===== config.mk =====
export PLATFORM = sky130hd
export DESIGN_NAME = fence_retired_slot_allocator_top
export DESIGN_NICKNAME = d
export VERILOG_FILES = /design/src/sv/fra_pkg.sv /design/src/sv/fence_retired_slot_allocator_top.sv /design/src/sv/fra_ram.sv
export SDC_FILE = /design/constraint.sdc
export NUM_CORES = 2
export LEC_CHECK = 0
export BUFFER_PORTS_ARGS = -buffer_cell sky130_fd_sc_hd__buf_2
export CORE_UTILIZATION = 30
export DETAILED_ROUTE_END_ITERATION = 6
export PLACE_DENSITY_LB_ADDON = 0.05
export SKIP_CTS_REPAIR_TIMING = 1
export SLEW_MARGIN = 20
export SYNTH_ARGS = -nofsm -noshare
export SYNTH_HDL_FRONTEND = slang
export SYNTH_SLANG_ARGS = --single-unit

===== constraint.sdc =====
create_clock -name clk_i -period 8.9 [get_ports clk_i]
set_input_delay 2.67 -clock clk_i [delete_from_list [all_inputs] [get_ports clk_i]]
set_output_delay 2.67 -clock clk_i [all_outputs]
set_load 0.1 [all_outputs]

===== src/sv/fra_pkg.sv =====
package fra_pkg;

  // field widths
  localparam int unsigned KIND_W  = 3;
  localparam int unsigned ID_W    = 64;
  localparam int unsigned SLOT_W  = 4;
  localparam int unsigned FENCE_W = 64;

  // default table depth
  localparam int unsigned SLOTS_DEF = 16;

  // request kinds
  localparam logic [KIND_W-1:0] KIND_ACQUIRE = 3'd0;
  localparam logic [KIND_W-1:0] KIND_SUBMIT  = 3'd1;
  localparam logic [KIND_W-1:0] KIND_RELEASE = 3'd2;
  localparam logic [KIND_W-1:0] KIND_FIND    = 3'd3;
  localparam logic [KIND_W-1:0] KIND_CLEAR   = 3'd4;

endpackage


===== src/sv/fence_retired_slot_allocator_top.sv =====
// a request is taken only in idle; in_stall_o stays high through the table scan,
//   the finishing step and the return to idle, so no new request is taken before
//   the current one is through; the scan walks the slots through the single read port
//   of the slot memory, one slot per cycle, starting at the round-robin pointer
// a finished result waits in the output register while the next request is taken
// reset: asynchronous, empties the table at once (occupied flags in flops) and
//   sets the round-robin pointer to slot 0; no clearing pass
module fence_retired_slot_allocator_top
  import fra_pkg::*;
#(
  parameter int unsigned SLOTS = SLOTS_DEF
) (
  input  logic               clk_i,
  input  logic               rst_ni,
  input  logic               in_valid_i,
  output logic               in_stall_o,
  input  logic [KIND_W-1:0]  kind_i,
  input  logic [ID_W-1:0]    work_id_i,
  input  logic [SLOT_W-1:0]  slot_i,
  input  logic [FENCE_W-1:0] fence_value_i,
  input  logic [FENCE_W-1:0] completed_fence_i,
  output logic               out_valid_o,
  input  logic               out_stall_i,
  output logic               ok_o,
  output logic [SLOT_W-1:0]  slot_out_o,
  output logic               all_retired_o
);

  localparam int unsigned AW = $clog2(SLOTS);
  localparam int unsigned IW = ((AW > SLOT_W) ? AW : SLOT_W) + 1;
  localparam int unsigned MW = ID_W + FENCE_W;

  localparam logic [1:0] ST_IDLE   = 2'd0;
  localparam logic [1:0] ST_SCAN   = 2'd1;
  localparam logic [1:0] ST_FINISH = 2'd2;

  logic [1:0] state_q, state_d;

  // latched request
  logic [KIND_W-1:0]  kind_q;
  logic [ID_W-1:0]    id_q;
  logic [SLOT_W-1:0]  slot_q;
  logic [FENCE_W-1:0] fence_q;
  logic [FENCE_W-1:0] done_q;

  // table state outside the memory
  logic [SLOTS-1:0] used_q;
  logic [AW-1:0]    next_q;

  // scan control
  logic [AW:0]   cnt_q;
  logic [AW-1:0] addr_q;
  logic          rv_q;
  logic [AW-1:0] ra_q;

  // scan accumulators
  logic          found_q;
  logic [AW-1:0] found_slot_q;
  logic          cand_q;
  logic [AW-1:0] cand_slot_q;
  logic          bad_all_q;
  logic          bad_oth_q;
  logic          lease_q;

  // output register
  logic              out_valid_q;
  logic              ok_q;
  logic [SLOT_W-1:0] slot_out_q;
  logic              ar_q;

  // memory ports
  logic            mem_we;
  logic [AW-1:0]   mem_waddr;
  logic [MW-1:0]   mem_wdata;
  logic            mem_re;
  logic [MW-1:0]   mem_rdata;
  logic [ID_W-1:0] rd_id;
  logic [FENCE_W-1:0] rd_fence;

  fra_ram #(
    .WIDTH(MW),
    .DEPTH(SLOTS)
  ) u_slot_ram (
    .clk_i  (clk_i),
    .we_i   (mem_we),
    .waddr_i(mem_waddr),
    .wdata_i(mem_wdata),
    .re_i   (mem_re),
    .raddr_i(addr_q),
    .rdata_o(mem_rdata)
  );

  assign rd_id    = mem_rdata[MW-1:FENCE_W];
  assign rd_fence = mem_rdata[FENCE_W-1:0];

  logic accept;
  logic out_free;
  logic scan_done;

  assign in_stall_o = (state_q != ST_IDLE);
  assign accept     = in_valid_i && !in_stall_o;
  assign out_free   = !out_valid_q || !out_stall_i;
  assign mem_re     = (state_q == ST_SCAN) && (cnt_q < (AW + 1)'(SLOTS));
  assign scan_done  = (cnt_q == (AW + 1)'(SLOTS)) && !rv_q;

  // per-slot checks on the returning read data
  logic used_r;
  logic retired_r;
  logic bad_r;
  logic id_hit_r;
  logic at_idx_r;

  assign used_r    = used_q[ra_q];
  assign retired_r = used_r && (rd_fence != '0) && (rd_fence <= done_q);
  assign bad_r     = used_r && !retired_r;
  assign id_hit_r  = used_r && (rd_id == id_q);
  assign at_idx_r  = (ra_q == AW'(slot_q));

  // result and update decision
  logic          id_nz;
  logic          idx_ok;
  logic          res_ok;
  logic [AW-1:0] res_where;
  logic          res_ar;

  assign id_nz  = (id_q != '0);
  assign idx_ok = (IW'(slot_q) < IW'(SLOTS));

  always_comb begin
    res_ok    = 1'b0;
    res_where = '0;
    res_ar    = !bad_all_q;
    unique case (kind_q)
      KIND_ACQUIRE: begin
        res_ok    = id_nz && !found_q && cand_q;
        res_where = res_ok ? cand_slot_q : '0;
        res_ar    = res_ok ? 1'b0 : !bad_all_q;
      end
      KIND_SUBMIT: begin
        res_ok = (fence_q != '0) && idx_ok && id_nz && lease_q;
        res_ar = res_ok ? (!bad_oth_q && (fence_q <= done_q)) : !bad_all_q;
      end
      KIND_RELEASE: begin
        res_ok = idx_ok && id_nz && lease_q;
        res_ar = res_ok ? !bad_oth_q : !bad_all_q;
      end
      KIND_FIND: begin
        res_ok    = id_nz && found_q;
        res_where = res_ok ? found_slot_q : '0;
      end
      KIND_CLEAR: begin
        res_ok = 1'b1;
        res_ar = 1'b1;
      end
      default: begin
        res_ok = 1'b0;
      end
    endcase
  end

  // memory write on the finishing cycle
  always_comb begin
    mem_we    = 1'b0;
    mem_waddr = AW'(slot_q);
    mem_wdata = {id_q, fence_q};
    if ((state_q == ST_FINISH) && out_free && res_ok) begin
      if (kind_q == KIND_ACQUIRE) begin
        mem_we    = 1'b1;
        mem_waddr = cand_slot_q;
        mem_wdata = {id_q, {FENCE_W{1'b0}}};
      end else if (kind_q == KIND_SUBMIT) begin
        mem_we = 1'b1;
      end
    end
  end

  // sequencer
  always_comb begin
    state_d = state_q;
    unique case (state_q)
      ST_IDLE:   if (accept) state_d = ST_SCAN;
      ST_SCAN:   if (scan_done) state_d = ST_FINISH;
      ST_FINISH: if (out_free) state_d = ST_IDLE;
      default:   state_d = ST_IDLE;
    endcase
  end

  always_ff @(posedge clk_i or negedge rst_ni) begin
    if (!rst_ni) begin
      state_q <= ST_IDLE;
    end else begin
      state_q <= state_d;
    end
  end

  // request capture
  always_ff @(posedge clk_i) begin
    if (accept) begin
      kind_q  <= kind_i;
      id_q    <= work_id_i;
      slot_q  <= slot_i;
      fence_q <= fence_value_i;
      done_q  <= completed_fence_i;
    end
  end

  // read address walk, round-robin from the pointer
  always_ff @(posedge clk_i or negedge rst_ni) begin
    if (!rst_ni) begin
      cnt_q  <= '0;
      addr_q <= '0;
      rv_q   <= 1'b0;
      ra_q   <= '0;
    end else begin
      rv_q <= mem_re;
      if (accept) begin
        cnt_q  <= '0;
        addr_q <= next_q;
      end else if (mem_re) begin
        cnt_q  <= cnt_q + 1'b1;
        ra_q   <= addr_q;
        addr_q <= (addr_q == AW'(SLOTS - 1)) ? '0 : addr_q + 1'b1;
      end
    end
  end

  // scan accumulators
  always_ff @(posedge clk_i) begin
    if (accept) begin
      found_q      <= 1'b0;
      found_slot_q <= '0;
      cand_q       <= 1'b0;
      cand_slot_q  <= '0;
      bad_all_q    <= 1'b0;
      bad_oth_q    <= 1'b0;
      lease_q      <= 1'b0;
    end else if (rv_q) begin
      if (id_hit_r && !found_q) begin
        found_q      <= 1'b1;
        found_slot_q <= ra_q;
      end
      if (!bad_r && !cand_q) begin
        cand_q      <= 1'b1;
        cand_slot_q <= ra_q;
      end
      if (bad_r) begin
        bad_all_q <= 1'b1;
      end
      if (bad_r && !at_idx_r) begin
        bad_oth_q <= 1'b1;
      end
      if (at_idx_r && id_hit_r && (rd_fence == '0)) begin
        lease_q <= 1'b1;
      end
    end
  end

  // occupied flags and pointer
  always_ff @(posedge clk_i or negedge rst_ni) begin
    if (!rst_ni) begin
      used_q <= '0;
      next_q <= '0;
    end else if ((state_q == ST_FINISH) && out_free) begin
      if (kind_q == KIND_CLEAR) begin
        used_q <= '0;
        next_q <= '0;
      end else if (res_ok && (kind_q == KIND_ACQUIRE)) begin
        used_q[cand_slot_q] <= 1'b1;
        next_q <= (cand_slot_q == AW'(SLOTS - 1)) ? '0 : cand_slot_q + 1'b1;
      end else if (res_ok && (kind_q == KIND_RELEASE)) begin
        used_q[AW'(slot_q)] <= 1'b0;
      end
    end
  end

  // output register
  always_ff @(posedge clk_i or negedge rst_ni) begin
    if (!rst_ni) begin
      out_valid_q <= 1'b0;
    end else if ((state_q == ST_FINISH) && out_free) begin
      out_valid_q <= 1'b1;
    end else if (!out_stall_i) begin
      out_valid_q <= 1'b0;
    end
  end

  always_ff @(posedge clk_i) begin
    if ((state_q == ST_FINISH) && out_free) begin
      ok_q       <= res_ok;
      slot_out_q <= SLOT_W'(res_where);
      ar_q       <= res_ar;
    end
  end

  assign out_valid_o   = out_valid_q;
  assign ok_o          = ok_q;
  assign slot_out_o    = slot_out_q;
  assign all_retired_o = ar_q;

endmodule


===== src/sv/fra_ram.sv =====
module fra_ram #(
  parameter int unsigned WIDTH = 8,
  parameter int unsigned DEPTH = 16
) (
  input  logic                     clk_i,
  input  logic                     we_i,
  input  logic [$clog2(DEPTH)-1:0] waddr_i,
  input  logic [WIDTH-1:0]         wdata_i,
  input  logic                     re_i,
  input  logic [$clog2(DEPTH)-1:0] raddr_i,
  output logic [WIDTH-1:0]         rdata_o
);

  logic [WIDTH-1:0] mem_q [DEPTH];
  logic [WIDTH-1:0] rdata_q;

  // one write port, one registered read port
  always_ff @(posedge clk_i) begin
    if (we_i) begin
      mem_q[waddr_i] <= wdata_i;
    end
    if (re_i) begin
      rdata_q <= mem_q[raddr_i];
    end
  end

  assign rdata_o = rdata_q;

endmodule

==> flow_summary.ini <==
[synthesis]
avgSynthCellArea_um2 = 22.59
ys_types = 75
synth_top_area_share_pct = 75.96
yosysSeqAreaShare_pct = 77.22
ys_warn_count = 0
yosysTopAreaCell = edfxtp_1
synth.top_cells.by_area = edfxtp_1 76%, mux4_2 15%, ha_1 1.8%, dfrtp_1 0.98%, nor2b_1 0.56%
synth_nets = 4505
synthArstFlopShare_pct = 1.522
synth_edf_count = 2381
syn_inst = 4167
synth_area_um2 = 94120
synth_flop_cell = edfxtp_1
ys_ff_latch = 2431

[route]
dr.pass1.iters = 5
ant_nets = 0
wl_um = 282900
via_per_inst = 4.930
route.detailed.drc = 0
num_vias = 44260
wire_per_inst_um = 31.51
drt_iter0_markers = 3761

[die]
start_util_pct = 30.18
ioPinCount = 211
chipWidth_um = 562.1
core_um2 = 311900
die_h_um = 562.1
dieArea_um2 = 316000
row_count = 205

[sta]
worst_pin_slew_ps = 1063
setup_viol = 0
timing.hold.ws_ps = 492.9
hold_violations = 0
fin_crit_sh_pct = 67.88
finalSetupTns_ps = 0
slew_violations = 0
layout_min_cycle_time_ps = 6042
max_freq_ghz = 0.1655
max-slew-margin-rel_pct = 28.38
rsz0062_at_grt = false
fin_skew_ps = 49.19

[clock_network]
clkTransAtPathRegs_ps = 60
clockRootBuffer = clkbuf_16
htreeDepth = 5
cts_buffer_depth = 4
insertion_delay_ps = 890
numCtsBuffers = 291
cts_tree = built
cts.sinks = 2431

[grt]
grt_max_degree = 97
grt_overflow = 0
met2_usage_pct = 29.59
busiest_layer = met2
met3_usage_pct = 2.707
grt_antenna_before_repair = 23
grt_first_pass_wirelength_um = 392800
grt_pass1_vias = 47260
use_met1_pct = 24.61
grt_use_total_pct = 17.85

[critical_path]
end_kind = flip-flop
worstPathRequired_ps = 9400
crit_path_max_fanout = 88
critPathKind = reg -> reg
cp_data_arrival_time_ps = 6540
cp-start-kind = flip-flop

[flow_run]
drv_cap = 0

[run_status]
run_status = finished clean

[pwr]
p_comb_share_pct = 21.4
p_clk_share_pct = 35.2
p_seq_share_pct = 43.4
swShare_pct = 28.11
p_leak_nw = 34.96
ir_drop_mv = 0.2416
internal_power_mw = 23.58
p_per_area_nw_per_um2 = 297.3
p_sw_mw = 9.216

[placement]
gp_congestion = 0.7262
dp_hpwl_um = 155800
numPortBuffers = 210

[finish]
layout.nets = 4944
area_growth_pct = 17.17
drive_above_1_share_pct = 28.94

[hold_path]
hp-class = reg -> reg
[kinds of logic (layout without fill, tap and decap cells)]
kind of cell | after synthesis | after routing | share of synthesized area, %
flip-flops | 2431 | 2431 | 77.22
XOR/XNOR | 63 | 63 | 0.5862
adder cells (fa/ha/maj) | 135 | 135 | 1.795
buffers and inverters | 264 | 928 | 1.135
other | 0 | 8 | 0
AND/OR/NAND/NOR | 371 | 371 | 2.280
multiplexers | 658 | 658 | 15.35
AO/OA/AOI/OAI | 245 | 245 | 1.628
[routing by layer]
layer,up-vias,part of all wire [%]
li1,18600,-
met1,24300,45
met2,997,49
met3,364,4.1
met4,2,2.3
met5,-,0.0046
[Yosys cell counts, types with 26 or more instances]
| cell | count |
|---|---|
| nor2_1 | 54 |
| buf_2 | 39 |
| nor4_1 | 60 |
| inv_1 | 90 |
| a21oi_1 | 100 |
| clkbuf_1 | 112 |
| o21ai_0 | 42 |
| mux4_2 | 628 |
| nand4_1 | 46 |
| ha_1 | 135 |
| edfxtp_1 | 2381 |
| nor2b_1 | 84 |
| nand2_1 | 56 |
| dfrtp_1 | 37 |
| xnor2_1 | 43 |
| mux2i_1 | 26 |
[cell type report]
cell class                 instances  area (um2)
inverter                          91       349.1
timing repair buffer             319        2335
fill                           28920      201600
antenna                            8       20.02
clock buffer                     372        7766
multi-input combinational       1472       20560
sequential                      2431       72700
tap                             4140        5180
clock inverter                   146        1371
[path summary, 6_finish.rpt]
path                                from                  endpoint  slack [ps]  cells after the start
worst max-delay path            id_q[46]  u_slot_ram.mem_q[10][64]        2860                     10
worst min-delay path             lease_q                   lease_q         490                      2
worst max register to register  id_q[46]  u_slot_ram.mem_q[10][64]        2860                     10
worst min register to register   lease_q                   lease_q         490                      2
max in group asynchronous         rst_ni                 addr_q[3]        6220                      1
min in group asynchronous         rst_ni                  cnt_q[3]        1950                      1
[placed cells by master, fill, tap and decap left out, types with 46 or more instances in the layout]
| cell type | synthesis | final |
|---|---|---|
| clkinv_1 | 1 | 63 |
| nand4_1 | 46 | 46 |
| buf_2 | 39 | 210 |
| mux4_2 | 628 | 628 |
| buf_4 | 0 | 73 |
| ha_1 | 135 | 135 |
| nor4_1 | 60 | 56 |
| inv_1 | 90 | 90 |
| clkbuf_1 | 112 | 72 |
| nor2b_1 | 84 | 74 |
| nand2_1 | 56 | 56 |
| a21oi_1 | 100 | 100 |
| clkbuf_16 | 0 | 299 |
| edfxtp_1 | 2381 | 2381 |
[power by group through the flow]
| stage | clock network (mW) | logic [mW] | registers, mW |
|---|---|---|---|
| after global placement | 0 | 7.30 | 14.5 |
| after global routing | 12.3 | 7.59 | 14.3 |
| after detailed placement | 0 | 7.27 | 14.5 |
| after floorplan | 0 | 5.10 | 14.0 |
| final | 11.6 | 7.01 | 14.2 |
| after CTS | 11.9 | 7.29 | 14.3 |
[sequential cells by signal (all words and copies together), names as in the netlist, 2 cells and up]
signal / count
ra_q: 4
found_slot_q: 4
cand_slot_q: 4
done_q: 64
used_q: 16
fence_q: 64
next_q: 4
cnt_q: 5
state_q: 2
id_q: 64
addr_q: 4
kind_q: 3
slot_out_o: 4
slot_q: 4
u_slot_ram.mem_q: 2048
u_slot_ram.rdata_o: 128
[critical path, cell delays in order (launching register included)]
cell	delay, ps
edfxtp_1	650
nor4_1	770
nand4_1	410
nor4_4	670
buf_4	310
nor4_4	100
nor2_1	160
o21ai_2	180
nor2_4	850
buf_12	700
buf_4	610
[through the flow]
| stage | instance area, um2 | total power [mW] | setup slack, ps | cells | utilization, % |
|---|---|---|---|---|---|
| after global routing | 110300 | 34.18 | 2565 | 8973 | 35.35 |
| after global placement | 101000 | 21.79 | 1900 | 8450 | 32.39 |
| after floorplan | 94120 | 19.12 | -699.7 | 4167 | - |
| after detailed placement | 101100 | 21.75 | 1939 | 8453 | 32.41 |
| after CTS | 110200 | 33.47 | 2617 | 8971 | 35.34 |
| final | 110300 | 32.79 | 2858 | 8979 | 35.36 |
No activity file was read; power rests on OpenSTA's default activity.
